`src/hw/rtl/clocked_sensor_frame_decoder_defines.svh`:
```
// Assertion macros for the sensor frame decoder.
// Used by the top level; expects aclk and aresetn in scope.
`ifndef CLOCKED_SENSOR_FRAME_DECODER_DEFINES_SVH
`define CLOCKED_SENSOR_FRAME_DECODER_DEFINES_SVH

// Consequent must hold in the same cycle as the antecedent.
`define CSFD_ASSERT_NOW(label, ante, cons) \
    label: assert property (@(posedge aclk) disable iff (!aresetn) (ante) |-> (cons)) \
        else $error("csfd assertion failed");

// Consequent must hold in the cycle after the antecedent.
`define CSFD_ASSERT_NEXT(label, ante, cons) \
    label: assert property (@(posedge aclk) disable iff (!aresetn) (ante) |=> (cons)) \
        else $error("csfd assertion failed");

`endif

```
`src/hw/rtl/csfd_pkg.sv`:
```
// Shared types and constants for the sensor frame decoder.
// No dependencies.
`default_nettype none

package csfd_pkg;

    localparam int unsigned FRAME_BYTES = 5;
    localparam int unsigned FRAME_BITS  = FRAME_BYTES * 8;
    localparam int unsigned CNT_W       = $clog2(FRAME_BITS + 1);

    localparam logic [7:0] TERMINATOR  = 8'h0D;
    localparam logic [7:0] GAP_RESET   = 8'd2;

    localparam int unsigned S_TDATA_W  = 40;  // time_ms + data_bit, byte padded
    localparam int unsigned M_TDATA_W  = 32;  // frame_valid + type + value, byte padded

    typedef struct packed {
        logic [31:0] time_ms;
        logic        data_bit;
    } in_item_t;

endpackage

`default_nettype wire

```
`src/hw/rtl/csfd_in_stage.sv`:
```
// Input register for the sensor frame decoder: holds one accepted bit.
// Depends on csfd_pkg.
`default_nettype none

module csfd_in_stage (
    input  wire logic              aclk,
    input  wire logic              aresetn,
    input  wire logic              s_valid,
    output logic                   s_ready,
    input  wire csfd_pkg::in_item_t s_item,
    output logic                   item_valid,
    output csfd_pkg::in_item_t     item,
    input  wire logic              item_take
);
    import csfd_pkg::*;

    logic     valid_reg;
    logic     valid_next;
    in_item_t item_reg;

    assign s_ready    = !valid_reg || item_take;
    assign item_valid = valid_reg;
    assign item       = item_reg;

    always_comb begin
        valid_next = valid_reg;
        if (s_valid && s_ready) begin
            valid_next = 1'b1;
        end else if (item_take) begin
            valid_next = 1'b0;
        end
    end

    always_ff @(posedge aclk) begin
        if (!aresetn) begin
            valid_reg <= 1'b0;
        end else begin
            valid_reg <= valid_next;
        end
    end

    always_ff @(posedge aclk) begin
        if (s_valid && s_ready) begin
            item_reg <= s_item;
        end
    end

endmodule

`default_nettype wire

```
`src/hw/rtl/csfd_frame_core.sv`:
```
// Frame state, gap detection, checksum check and result register.
// Depends on csfd_pkg.
`default_nettype none

module csfd_frame_core (
    input  wire logic               aclk,
    input  wire logic               aresetn,
    input  wire logic               cfg_wr_en,
    input  wire logic [7:0]         cfg_wr_data,
    input  wire logic               item_valid,
    input  wire csfd_pkg::in_item_t item,
    output logic                    item_take,
    output logic                    out_valid,
    input  wire logic               out_ready,
    output logic                    frame_done,
    output logic                    frame_valid,
    output logic [7:0]              reading_type,
    output logic [15:0]             reading_value
);
    import csfd_pkg::*;

    localparam logic [CNT_W-1:0] FULL_CNT = CNT_W'(FRAME_BITS);

    logic [7:0]             gap_limit_reg;
    logic [CNT_W-1:0]       bit_count_reg,  bit_count_next;
    logic [FRAME_BITS-1:0]  frame_sr_reg,   frame_sr_next;
    logic [31:0]            last_time_reg;
    logic                   held_valid_reg, held_valid_next;
    logic [7:0]             held_type_reg,  held_type_next;
    logic [15:0]            held_value_reg, held_value_next;
    logic                   out_valid_reg,  out_valid_next;
    logic                   done_reg,       done_next;

    logic [31:0]            gap;
    logic [CNT_W-1:0]       cnt_eff;
    logic [7:0]             sum;
    logic                   frame_ok;

    assign item_take = item_valid && (!out_valid_reg || out_ready);

    always_comb begin
        gap     = item.time_ms - last_time_reg;
        cnt_eff = (gap > {24'd0, gap_limit_reg}) ? '0 : bit_count_reg;

        bit_count_next  = cnt_eff;
        frame_sr_next   = frame_sr_reg;
        done_next       = 1'b0;
        held_valid_next = held_valid_reg;
        held_type_next  = held_type_reg;
        held_value_next = held_value_reg;

        // Shift register: first byte ends up in the top eight bits.
        if (cnt_eff < FULL_CNT) begin
            frame_sr_next  = {frame_sr_reg[FRAME_BITS-2:0], item.data_bit};
            bit_count_next = cnt_eff + CNT_W'(1);
        end

        sum      = frame_sr_next[39:32] + frame_sr_next[31:24] + frame_sr_next[23:16];
        frame_ok = (sum == frame_sr_next[15:8]) && (frame_sr_next[7:0] == TERMINATOR);

        if ((cnt_eff < FULL_CNT) && (bit_count_next == FULL_CNT)) begin
            done_next       = 1'b1;
            held_valid_next = frame_ok;
            if (frame_ok) begin
                held_type_next  = frame_sr_next[39:32];
                held_value_next = frame_sr_next[31:16];
            end
        end
    end

    always_comb begin
        out_valid_next = out_valid_reg;
        if (item_take) begin
            out_valid_next = 1'b1;
        end else if (out_ready) begin
            out_valid_next = 1'b0;
        end
    end

    always_ff @(posedge aclk) begin
        if (!aresetn) begin
            gap_limit_reg  <= GAP_RESET;
            bit_count_reg  <= '0;
            frame_sr_reg   <= '0;
            last_time_reg  <= '0;
            held_valid_reg <= 1'b0;
            held_type_reg  <= '0;
            held_value_reg <= '0;
            out_valid_reg  <= 1'b0;
        end else begin
            if (cfg_wr_en) begin
                gap_limit_reg <= cfg_wr_data;
            end
            out_valid_reg <= out_valid_next;
            if (item_take) begin
                bit_count_reg  <= bit_count_next;
                frame_sr_reg   <= frame_sr_next;
                last_time_reg  <= item.time_ms;
                held_valid_reg <= held_valid_next;
                held_type_reg  <= held_type_next;
                held_value_reg <= held_value_next;
            end
        end
    end

    always_ff @(posedge aclk) begin
        if (item_take) begin
            done_reg <= done_next;
        end
    end

    assign out_valid     = out_valid_reg;
    assign frame_done    = done_reg;
    assign frame_valid   = held_valid_reg;
    assign reading_type  = held_type_reg;
    assign reading_value = held_value_reg;

endmodule

`default_nettype wire

```
`src/hw/rtl/clocked_sensor_frame_decoder.sv`:
```
// Sensor frame decoder: collects sampled bits into 40-bit frames and checks them.
// Top level; depends on csfd_pkg, csfd_in_stage, csfd_frame_core and the defines header.
//
// Usage:
//   s_axis: one transfer per sampled data bit with its millisecond timestamp.
//   m_axis: exactly one transfer per input bit. tlast marks the bit that
//     completed a 40-bit frame; tdata carries the check result of the last
//     completed frame and the type and value of the last valid frame.
//   cfg: write gap_limit_ms with cfg_wr_en; write only while the block is idle.
// Path: a bit's result reaches m_axis from its s_axis transfer through the input
//   register, then the result register.
// Throughput: one bit per cycle while m_axis_tready is high; the frame state (bit
//   counter, timestamp, shift register) is updated once per taken bit.
// Stall: while m_axis_tready is low the result holds, one more bit is taken
//   into the input register, then s_axis_tready drops.
// Reset: gap limit 2 ms, bit counter, timestamp and held reading cleared;
//   both channels empty.
`default_nettype none

`include "clocked_sensor_frame_decoder_defines.svh"

module clocked_sensor_frame_decoder (
    input  wire logic                              aclk,
    input  wire logic                              aresetn,
    input  wire logic                              cfg_wr_en,
    input  wire logic [7:0]                        cfg_wr_data,
    input  wire logic                              s_axis_tvalid,
    output logic                                   s_axis_tready,
    // [31:0] time_ms, [32] data_bit, [39:33] zero
    input  wire logic [csfd_pkg::S_TDATA_W-1:0]    s_axis_tdata,
    output logic                                   m_axis_tvalid,
    input  wire logic                              m_axis_tready,
    // [0] frame_valid, [8:1] reading_type, [24:9] reading_value, [31:25] zero
    output logic [csfd_pkg::M_TDATA_W-1:0]         m_axis_tdata,
    // frame_done
    output logic                                   m_axis_tlast
);
    import csfd_pkg::*;

    in_item_t    s_item;
    in_item_t    item;
    logic        item_valid;
    logic        item_take;
    logic        frame_valid;
    logic [7:0]  reading_type;
    logic [15:0] reading_value;

    assign s_item.time_ms  = s_axis_tdata[31:0];
    assign s_item.data_bit = s_axis_tdata[32];

    csfd_in_stage u_in_stage (
        .aclk       (aclk),
        .aresetn    (aresetn),
        .s_valid    (s_axis_tvalid),
        .s_ready    (s_axis_tready),
        .s_item     (s_item),
        .item_valid (item_valid),
        .item       (item),
        .item_take  (item_take)
    );

    csfd_frame_core u_frame_core (
        .aclk          (aclk),
        .aresetn       (aresetn),
        .cfg_wr_en     (cfg_wr_en),
        .cfg_wr_data   (cfg_wr_data),
        .item_valid    (item_valid),
        .item          (item),
        .item_take     (item_take),
        .out_valid     (m_axis_tvalid),
        .out_ready     (m_axis_tready),
        .frame_done    (m_axis_tlast),
        .frame_valid   (frame_valid),
        .reading_type  (reading_type),
        .reading_value (reading_value)
    );

    assign m_axis_tdata = {7'd0, reading_value, reading_type, frame_valid};

    // Input only stalls behind a held result.
    `CSFD_ASSERT_NOW(a_stall_needs_result, !s_axis_tready, m_axis_tvalid)
    // A queued bit reaches an empty result register in the next cycle.
    `CSFD_ASSERT_NEXT(a_queued_bit_advances, item_valid && !m_axis_tvalid, m_axis_tvalid)
    // A bit is only processed when it is held in the input register.
    `CSFD_ASSERT_NOW(a_take_needs_item, item_take, item_valid)

endmodule

`default_nettype wire
```
`config.mk`:
```
export PLATFORM = sky130hd
export DESIGN_NAME = clocked_sensor_frame_decoder
export DESIGN_NICKNAME = d
export VERILOG_FILES = /design/src/hw/rtl/csfd_pkg.sv /design/src/hw/rtl/csfd_in_stage.sv /design/src/hw/rtl/csfd_frame_core.sv /design/src/hw/rtl/clocked_sensor_frame_decoder.sv
export VERILOG_INCLUDE_DIRS = /design/src /design/src/hw/rtl
export SDC_FILE = /design/constraint.sdc
export NUM_CORES = 1
export LEC_CHECK = 0
export BUFFER_PORTS_ARGS = -buffer_cell sky130_fd_sc_hd__buf_2
export CORE_ASPECT_RATIO = 1.5
export CORE_MARGIN = 2
export CORE_UTILIZATION = 60
export DETAILED_ROUTE_END_ITERATION = 6
export PLACE_DENSITY = 0.85
export SLEW_MARGIN = 20
export SYNTH_ARGS = -nofsm -noshare
export SYNTH_HDL_FRONTEND = slang
export SYNTH_SLANG_ARGS = --single-unit
export TNS_END_PERCENT = 50
```
`constraint.sdc`:
```
create_clock -name aclk -period 8.29 [get_ports aclk]
set_input_delay 1.2435 -clock aclk [delete_from_list [all_inputs] [get_ports aclk]]
set_output_delay 1.2435 -clock aclk [all_outputs]
set_load 0.01 [all_outputs]
```
[Word level (Yosys, flattened, before mapping)]
Index checks and enable logic that the tools add are counted.
Operators by class
  add/sub/neg operators: 4
  magnitude comparators: 2
  equal/unequal tests: 3
  mux-type cells: 8
  reduce and logical (&&, ||, !) cells: 12
Operator list (number)
  40-bit 2-to-1 mux: 1
  32-bit by 8-bit greater-than comparator with 1-bit output: 1
  32-bit subtractor: 1
  8-bit adder: 2
  6-bit 2-to-1 mux: 2
  8-bit by 4-bit == test with 1-bit output (second input constant): 1
  8-bit == test: 1
  6-bit by 1-bit adder with 6-bit output (second input constant): 1
  6-bit == test (second input constant): 1
  6-bit < comparator (second input constant): 1
  1-bit 2-to-1 mux: 5
  1-bit logical AND: 4
  2-bit nonzero test: 2
  3-bit AND reduction: 1
  1-bit zero test: 2
  1-bit logical OR: 2
  2-bit AND reduction: 1
Word-level totals
  bits in registers: 147
  word-level logic and storage cells: 41

[Depth between registers and ports, before layout]
Gate-level depths: netlist (run 1).
  word-level depth: 10
  gate-level depth with buffers: 40

[By module]
Synthesis (run 1) repeated with hierarchy kept, for this count alone.
Second synthesis, totals
  cell total of the unflattened synthesis: 1022
  area, all modules: 9034.9 µm²
Modules (own cells, without submodules)
  csfd_frame_core: times used 1, cells an instance 975, area each 7922.6 µm², seq. area each 2272.2 µm²
  csfd_in_stage: times used 1, cells an instance 38, area each 1048.5 µm², seq. area each 1011.0 µm²
  clocked_sensor_frame_decoder: times used 1, cells an instance 9, area each 63.8 µm², seq. area each 0.0 µm²

[Worst setup path after synthesis (run 1)]
No wires, ideal clock.
  path kind: reg2reg
  from: register u_in_stage.item_reg, in the netlist u_in_stage.item[1]
  to: register u_frame_core.held_value_reg[10] (netlist: u_frame_core.reading_value[10])
  setup time: 0.066 ns
  data arrival time: 7.250 ns
  data required time: 8.224 ns
  slack: 0.974 ns
  stages on the path, launching flop included: 40
  buffers on the path: 4
  period minus slack after synthesis: 7.316 ns
  cells stage by stage: edfxtp_1 inv_1 ha_1 fa_1 nor2b_1 o2111ai_1 nand2_1 xor2_1 ha_1 a211o_1 o211ai_1 a31oi_1 a21oi_1 o211ai_1 nor4_1 o2111ai_1 or2_1 clkbuf_1 [4 not listed] inv_1 ha_1 inv_1 fa_1 nor2b_1 o21ai_0 a21oi_1 o21a_1 nor2_1 xnor2_1 xnor2_1 nand4_1 nor4_1 o2111ai_2 or4_1 buf_2 buf_6 a21oi_2
Between the ends
  longest elaborated chain between the ends: 10
RTL lines
  start, declared: RTL line csfd_in_stage.sv:19  | in_item_t item_reg;
  start signal, assigned: RTL line csfd_in_stage.sv:44  | item_reg <= s_item;
  32-bit subtractor (*): RTL line csfd_frame_core.sv:42  | gap = item.time_ms - last_time_reg;
  32-bit by 8-bit greater-than comparator with 1-bit output (*): RTL line csfd_frame_core.sv:43  | cnt_eff = (gap > {24'd0, gap_limit_reg}) ? '0 : bit_count_reg;
  6-bit 2-to-1 mux (*): RTL line csfd_frame_core.sv:43
  6-bit < comparator: RTL line csfd_frame_core.sv:53, csfd_frame_core.sv:61
  40-bit 2-to-1 mux: RTL line csfd_frame_core.sv:53  | if (cnt_eff < FULL_CNT) begin
  8-bit adder (2 in series): RTL line csfd_frame_core.sv:58  | sum = frame_sr_next[39:32] + frame_sr_next[31:24] + frame_sr_next[23:16];
  8-bit == test: RTL line csfd_frame_core.sv:59  | frame_ok = (sum == frame_sr_next[15:8]) && (frame_sr_next[7:0] == TERMINATOR);
  1-bit logical AND: RTL line csfd_frame_core.sv:59
  3-bit AND reduction (no source line)
  end signal, assigned: RTL line csfd_frame_core.sv:101  | held_value_reg <= held_value_next;
  end, declared: RTL line csfd_frame_core.sv:30  | logic [15:0] held_value_reg, held_value_next;
Mark *: on every way between the ends. The rest lies on a longest branch, timed or not.
A chain may end at the register's enable or synchronous reset.

[Worst setup path in the final report (run 1)]
  from: register u_in_stage.item_reg, in the netlist u_in_stage.item[1]
  to: register u_frame_core.held_value_reg[6] (netlist: u_frame_core.reading_value[6])
Same word-level chain as after synthesis.

==> results of run 1 <==
==> path summary, 6_finish.rpt <==
check / startpoint / endpoint / slack (ps) / cells past startpoint
setup / recovery: u_in_stage.item[1] / u_frame_core.reading_value[6] / 350 / 36
hold / removal: u_frame_core.reading_type[0] / u_frame_core.reading_type[0] / 440 / 2
setup reg to reg: u_in_stage.item[1] / u_frame_core.reading_value[6] / 350 / 36
hold reg to reg: u_frame_core.reading_type[0] / u_frame_core.reading_type[0] / 440 / 2
==> routing by layer <==
metal,routed length (um),vias up,GRT usage
li1,-,3919,-
met1,8670,3793,0.298
met2,12000,307,0.527
met3,1080,89,0.0480
met4,1130,0,0.143
met5,0,-,0
==> per-stage QoR <==
stage / hold slack, ps / total power, uW / cell area [um^2] / worst slack (ps)
4_1_cts: 451 / 1900 / 10300 / 74.8
2_1_floorplan: 443 / 1060 / 9210 / 974
5_1_grt: 470 / 1980 / 10400 / -90.1
3_5_place_dp: 441 / 1150 / 9700 / 146
3_3_place_gp: 433 / 1140 / 9700 / 294
6_report: 443 / 1900 / 10400 / 349
==> logic make-up after synthesis <==
kind of cell    synth area share
xor+xnor                  0.0343
buf+inv                   0.0705
flops                      0.357
other cells             0.000408
fa+ha+maj                 0.0822
mux                       0.0316
simple gates               0.176
compound gates             0.248
==> worst max-delay path, delay by kind of cell, from the launching register on <==
| kind | cells | cell delay, ps |
|---|---|---|
| compound gates | 13 | 2250 |
| xor+xnor | 3 | 440 |
| fa+ha+maj | 5 | 1740 |
| buf+inv | 5 | 620 |
| flops | 1 | 360 |
| simple gates | 10 | 2440 |
==> area by class of cell <==
type	count	area, um^2	share of cell area
flip-flops and latches	147	3280	0.317
well taps	199	249	0.0240
clock buffers	23	510	0.0493
clock inverters	9	62.6	0.00604
inverters	88	330	0.0319
repair buffers	96	563	0.0543
multi-input cells	775	5360	0.518
==> power by group <==
part | leakage (uW) | internal, uW | switching, uW
Clock | 0.000289 | 437 | 311
Sequential | 0.00125 | 763 | 21.7
Combinational | 0.00280 | 150 | 217
==> layout by cell type, fill, tap and decap left out, types with 33 or more instances in the layout <==
cell                       instances
sky130_fd_sc_hd__a21oi_1          69
sky130_fd_sc_hd__edfxtp_1         34
sky130_fd_sc_hd__inv_1            87
sky130_fd_sc_hd__nor3_1           41
sky130_fd_sc_hd__nor2b_1          38
sky130_fd_sc_hd__nor2_1           33
sky130_fd_sc_hd__dfxtp_1         113
sky130_fd_sc_hd__a21boi_0         36
sky130_fd_sc_hd__ha_1             45
sky130_fd_sc_hd__buf_2            73
sky130_fd_sc_hd__nand2_1         150
==> timing repair <==
action                     in CTS  in global routing
setup buffers                   0                  3
hold endpoints to repair        0                  0
setup endpoints to repair       0                 25
gates resized for setup         0                 16
==> results by stage, run 1 <==
Timing:
- For the finished layout, the period the worst path requires is 7940 ps.
- The number of hold-slack violations in the final timing report came to 0.
- The max-slew violation total from the final report is 0.
- The count of final setup violators is 0.
- After routing, the total negative slack on setup checks comes to 0 ps.
- Based on the critical path, the design can be clocked at up to 126 MHz.
- Clock skew on the completed layout was measured at 15.1 ps.
- The actual slew at the worst max-slew pin is 1040 ps.
- In the finished design, the share of the clock period the worst path needs comes to 0.958.
- In this run the tightest slew margin relative to its limit is 0.307.

Synth:
- sky130_fd_sc_hd__dfxtp_1 takes more of the synthesized area than any other cell.
- The synthesized design contains 147 register bits.
- The share of synthesized area in the top cell type comes to 0.246.
- Ranked by total cell area, the synthesized netlist is headed by sky130_fd_sc_hd__dfxtp_1 25%, sky130_fd_sc_hd__edfxtp_1 11%, sky130_fd_sc_hd__ha_1 6.3%, sky130_fd_sc_hd__nand2_1 6.2%, sky130_fd_sc_hd__a21oi_1 4.0%.
- Synthesis handed over a netlist of 1075 instances.
- In the synthesized netlist the dominant register cell turns out to be sky130_fd_sc_hd__dfxtp_1.
- Of all flip-flops after synthesis, the portion carrying an async set or reset was 0.
- The count of cell types in the netlist is 75.
- The synthesized area is 0.00919 mm^2.
- The number of enable flip-flop cells after synthesis is 34.
- For this run, the number of Yosys warnings is 0.
- The commonest cells after synthesis are 151 x sky130_fd_sc_hd__nand2_1, 113 x sky130_fd_sc_hd__dfxtp_1, 87 x sky130_fd_sc_hd__inv_1, 73 x sky130_fd_sc_hd__a21oi_1, 59 x sky130_fd_sc_hd__clkbuf_1.
- The most instantiated library cell after synthesis is sky130_fd_sc_hd__nand2_1.
- The share of the Yosys chip area taken by registers is 0.357.
- The synthesized area divided by synthesized cell count is 8.55 um^2.

Drt:
- The number of iterations in the first detailed-routing pass is 7.
- The number of vias per cell is 6.06.
- The count of unresolved DRC violations after routing is 0.
- The post-detailed-route wirelength per cell is 17.1 um.
- The final routed wirelength across all metal layers is 22.9 mm.
- The number of nets still failing antenna checks after routing is 0.
- The routed layout has 8108 vias.
- The first routing iteration left 606 violations.

GRT:
- The total track usage is 0.280.
- The number of antenna violations at the first check in global routing was 0.
- For this run the aggregate overflow at the end of global routing stands at 0.
- The via count of the first global-routing pass is 7922.
- The largest net degree at the start of global routing is 114.
- The first global-routing pass estimated 37.2 mm of wire.

Clock network:
- The later pin in the worst-skew pair is clocked with a latency of 430 ps.
- After clock tree synthesis, the clock-pin slew on the worst setup and hold paths is 60 ps.
- The total clock buffers created by CTS is 17.
- The clock passes through at most 2 buffers.
- The tree built by TritonCTS fans out to 147 sinks.
- TritonCTS built the clock tree.
- The H-tree depth is 4.
- The cell at the root of the clock tree is sky130_fd_sc_hd__clkbuf_16.
- The post-cts hold buffer count is 0.

Finish:
- The share of post-route cells with drive strength above 1 is 0.153.
- The number of standard cells in the layout, taps in and fillers out is 1337.
- The number of flip-flops under the largest register name is 40.
- 0 antenna diodes ended up in the layout.
- The fraction of the core area covered by cells at the end of the flow is 0.688.
- The count of nets after finishing is 1233.
- The total of fill cells in the finished design is 1173.
- From synthesis to final layout, the design area changed by 12.8%.

Placement:
- The number of placed instances with taps included is 1301.
- The final RePlAce weighted congestion is 0.956.
- The number of input and output port buffers inserted is 73.
- After legalization and detailed placement, the total HPWL measured 15.5 mm.

Worst setup path:
- STA classifies the critical path endpoint as a flop.
- STA puts the critical path data required time at 8650 ps.
- On the critical path, the stage with the largest delay is an instance of sky130_fd_sc_hd__fa_1.
- The worst path arrival time is 8300 ps.
- The maximum fanout encountered on the critical timing path is 21.
- The kind of critical path is reg -> reg.
- In this design, the stage delay of the slowest critical-path cell is 560 ps.
- The worst setup path is launched from a flop.

Die:
- The die footprint is 0.0163 mm^2.
- The initial cell density of the core is 0.610.
- The core area is 0.0151 mm^2.
- In this run the vertical extent of the chip is 156 um.
- The initialized floorplan defines 55 standard-cell rows.
- The top-level port count is 88.
- Measured along the x axis, the die boundary spans 105 um.

Hold path:
- The tightest min-delay check is of the reg -> reg type.

Flow run:
- The max-capacitance violation count is 0.

Status:
- The flow ran to the end, and the final reports show no timing, DRC or antenna violations.

Power:
- Dividing total power by cell area gives a power density of 183 mW/mm^2.
- For this design the static power due to leakage is 0.00434 uW.
- Across the VDD grid, the largest voltage drop is 0.000115 V.
(Power assumes the default switching activity.)
==> run 2, diff against run 1 <==
Settings changed: CORE_UTILIZATION 60 to 52, PLACE_DENSITY 0.85 to 0.75, SYNTH_HIERARCHICAL set to 1.
==> results by stage, run 2 <==
Worst setup path:
- The number of gates on the worst path with buffers counted is 32.
- STA classifies the critical path endpoint as a flop.
- In this run the register-to-register setup slack is 580 ps.
- The maximum fanout encountered on the critical timing path is 25.
- The worst setup path is launched from a flop.
- The cell family with the largest share of critical-path delay is compound AO/OA/AOI/OAI gates.
- The slowest stage of the critical path is the sky130_fd_sc_hd__a2111o_1 cell.
- The worst register-to-register path ends at u_frame_core/frame_valid.
- STA puts the critical path data required time at 8660 ps.
- The kind of critical path is reg -> reg.
- Counting both buffers and inverters, the worst setup path holds a total of 6.
- For this run, the slowest stage of the critical path takes 770 ps.
- The worst path arrival time is 8080 ps.
- The cell count of the worst reg-to-reg path is 32.
- The start of the worst register-to-register path is u_in_stage/item[5].
- The most numerous cell on the critical path is sky130_fd_sc_hd__a21oi_1.

Synth:
- By count the netlist is led by 173 x sky130_fd_sc_hd__nand2_1, 113 x sky130_fd_sc_hd__dfxtp_1, 89 x sky130_fd_sc_hd__inv_1, 46 x sky130_fd_sc_hd__ha_1, 41 x sky130_fd_sc_hd__a21boi_0.
- The synthesized instance count is 1022.
- In the synthesized netlist the dominant register cell turns out to be sky130_fd_sc_hd__dfxtp_1.
- The synthesized area is 0.00903 mm^2.
- The fraction of registers with async set or reset after synthesis is 0.
- The most instantiated library cell after synthesis is sky130_fd_sc_hd__nand2_1.
- The area share of the leading cell type in the synthesized netlist is 0.250.
- In this run, synthesis inferred 34 flip-flops with an integrated enable.
- The share of the Yosys chip area taken by registers is 0.363.
- The largest total area in the synthesized netlist belongs to sky130_fd_sc_hd__dfxtp_1.
- The register bit total from synthesis is 147.
- In the post-synthesis netlist, the biggest area contributors are sky130_fd_sc_hd__dfxtp_1 25%, sky130_fd_sc_hd__edfxtp_1 11%, sky130_fd_sc_hd__nand2_1 7.2%, sky130_fd_sc_hd__ha_1 6.4%, sky130_fd_sc_hd__inv_1 3.7%.
- The count of cell types in the netlist is 80.
- A synthesized cell averages 8.84 um^2.
- The Yosys step of the flow raised 6 warnings.

Timing:
- After routing, the total negative slack on setup checks comes to 0 ps.
- The max-slew violation total from the final report is 0.
- The number of hold-slack violations in the final timing report came to 0.
- At the pin with the least slew margin, the transition time is 1010 ps.
- The share of the cycle needed by the critical path after routing is 0.930.
- The highest clock rate is 130 MHz.
- The count of final setup violators is 0.
- For the finished layout, the period the worst path requires is 7710 ps.
- Once routing completed, OpenROAD measured the worst setup slack at 576 ps.
- Setup repair after global routing left no endpoint under its margin.
- The final clock skew is 10.1 ps.
- The relative slew slack is 0.325.

Clock network:
- The post-cts hold buffer count is 0.
- After clock tree synthesis, the setup repair step added 0 buffers.
- The tree is rooted in a sky130_fd_sc_hd__clkbuf_16.
- Once the clock tree was built, the resizer swapped 0 gates to a different size.
- The sink count of the clock tree is 147.
- The H-tree depth is 4.
- The buffer levels on the longest clock path is 2.
- TritonCTS built the clock tree.
- The clock reaches the later pin of the worst-skew pair after 430 ps.
- After clock tree synthesis, the clock-pin slew on the worst setup and hold paths is 60 ps.
- The total clock buffers created by CTS is 17.

GRT:
- Entering global routing, the biggest net connects 114 pins.
- The number of antenna violations at the first check in global routing is 0.
- The via count of the first global-routing pass is 7402.
- The first global-routing pass estimated 33.9 mm of wire.
- The total track usage is 0.225.
- Global routing finished with a remaining overflow of 0.

Finish:
- The fraction of the core area covered by cells at the end of the flow is 0.581.
- The number of diodes added for antenna fixing is 0.
- The library cell used most frequently in the layout, excluding fill and tap cells, is sky130_fd_sc_hd__nand2_1.
- Leaving out fill and tap cells, the most frequent cells in the layout are 173 x sky130_fd_sc_hd__nand2_1, 113 x sky130_fd_sc_hd__dfxtp_1, 89 x sky130_fd_sc_hd__inv_1.
- The count of nets after finishing is 1179.
- The share of post-route cells with drive strength above 1 is 0.144.
- The relative area change from synthesis to final layout is 10.6%.
- The register with the most flip-flops in the layout has 40 of them.

Die:
- In this run the vertical extent of the chip is 165 um.
- The top-level port count is 88.
- In this run the horizontal extent of the chip is 112 um.
- The initialized floorplan defines 59 standard-cell rows.
- After floorplanning, the core was sized to cover 0.0172 mm^2.
- The die footprint is 0.0185 mm^2.
- The initial utilization of the core area, before any placement, comes to 0.525.

Hold path:
- Along the worst hold path, the cell count comes to 1.
- The end of the worst hold path is u_frame_core/reading_value[15].
- The critical hold path startpoint is u_frame_core/reading_value[15].
- The path class of the tightest hold or removal check is reg -> reg.

Status:
- The flow ran to the end, and the final reports show no timing, DRC or antenna violations.

Drt:
- The count of vias placed by the detailed router is 7466.
- The count of unresolved DRC violations after routing is 0.
- The number of vias per cell is 5.76.
- The count of nets left with antenna violations once routing finished came out at 0.
- The final routed wirelength across all metal layers is 20.5 mm.
- The first-iteration detailed-routing DRC count is 379.
- After detailed routing, the average wire length per cell comes to 15.8 um.
- The number of iterations in the first detailed-routing pass is 6.

Power:
- Dividing total power by cell area gives a power density of 191 mW/mm^2.
- For this design the static power due to leakage is 0.00414 uW.
- The peak supply drop is 0.000128 V.

Placement:
- In this run the tool buffered the top-level ports with 73 buffer cells.
- At the end of routability-driven placement, the weighted congestion stood at 0.945.
- The post-detailed-placement half-perimeter wirelength is 14.6 mm.
- OpenSTA, run right after detailed placement, puts the worst setup slack at 617 ps.

Flow run:
- The tool flagged a number of max-cap violations equal to 0.
run 2: cell types whose count changed after synthesis, moves of 22 or more:
cell and delta:
sky130_fd_sc_hd__nor2b_1 -25, sky130_fd_sc_hd__nor3_1 -34, sky130_fd_sc_hd__o21a_1 +23, sky130_fd_sc_hd__o31a_1 +23, sky130_fd_sc_hd__a21oi_1 -33, sky130_fd_sc_hd__a211o_1 -22
sky130_fd_sc_hd__mux2_2 +25, sky130_fd_sc_hd__clkbuf_1 -31, sky130_fd_sc_hd__nand2_1 +22, sky130_fd_sc_hd__o41ai_1 -24
run 2: worst register-to-register path, delay by kind of cell, from the launching register on:
kind            cells  cell delay (ps)
fa+ha+maj           5             1650
compound gates     12             2570
flops               1              400
mux                 1              430
xor+xnor            2              420
simple gates        6             1260
buf+inv             6              900
run 2: worst max path at each step:
stage	slack, ps	endpoint	start
after floorplan	1500	u_frame_core/reading_type[0]	u_in_stage/item[5]
after global placement	710	u_frame_core/frame_valid	u_in_stage/item[5]
after detailed placement	620	u_frame_core/frame_valid	u_in_stage/item[5]
after CTS	580	u_frame_core/frame_valid	u_in_stage/item[5]
after global routing	40	u_frame_core/frame_valid	u_in_stage/item[5]
final	580	u_frame_core/frame_valid	u_in_stage/item[5]
run 2: where the power goes:
part / leakage (uW) / internal, uW / switching, uW
Clock: 0.000258 / 405 / 294
Sequential: 0.00125 / 768 / 21.5
Combinational: 0.00263 / 160 / 257
run 2: kinds of logic (layout without fill, tap and decap cells):
group | Yosys count | in the layout | share of synthesized area
AO/OA/AOI/OAI | 294 | 294 | 0.244
XOR/XNOR | 35 | 35 | 0.0339
adder cells (fa/ha/maj) | 55 | 55 | 0.0836
buffers and inverters | 148 | 203 | 0.0703
flip-flops | 147 | 147 | 0.363
multiplexers | 37 | 37 | 0.0445
other | 1 | 7 | 0.000415
AND/OR/NAND/NOR | 305 | 305 | 0.160
run 2: stage by stage:
stage	std cells	area, um^2	total power (uW)	hold WS (ps)
finish	1296	9990	1900	457
global placement	1265	9460	1210	445
global route	1296	9990	2000	479
CTS	1296	9990	1920	460
detailed placement	1265	9460	1220	448
floorplan	1028	9060	1120	439
run 2: metal layers:
metal / track usage / vias to the layer above / wire, um
met5: 0 / - / 0
met4: 0.122 / 0 / 844
met3: 0.0354 / 67 / 706
met2: 0.435 / 182 / 10900
met1: 0.231 / 3532 / 8090
li1: - / 3685 / -
run 2: area by class of cell:
cell class                 instances  area (um^2)
inverter                          90          338
tap                              213          267
clock buffer                      23          479
timing repair buffer              82          433
multi-input combinational        733         5140
clock inverter                     8         53.8
fill                            1549         7210
sequential                       147         3280
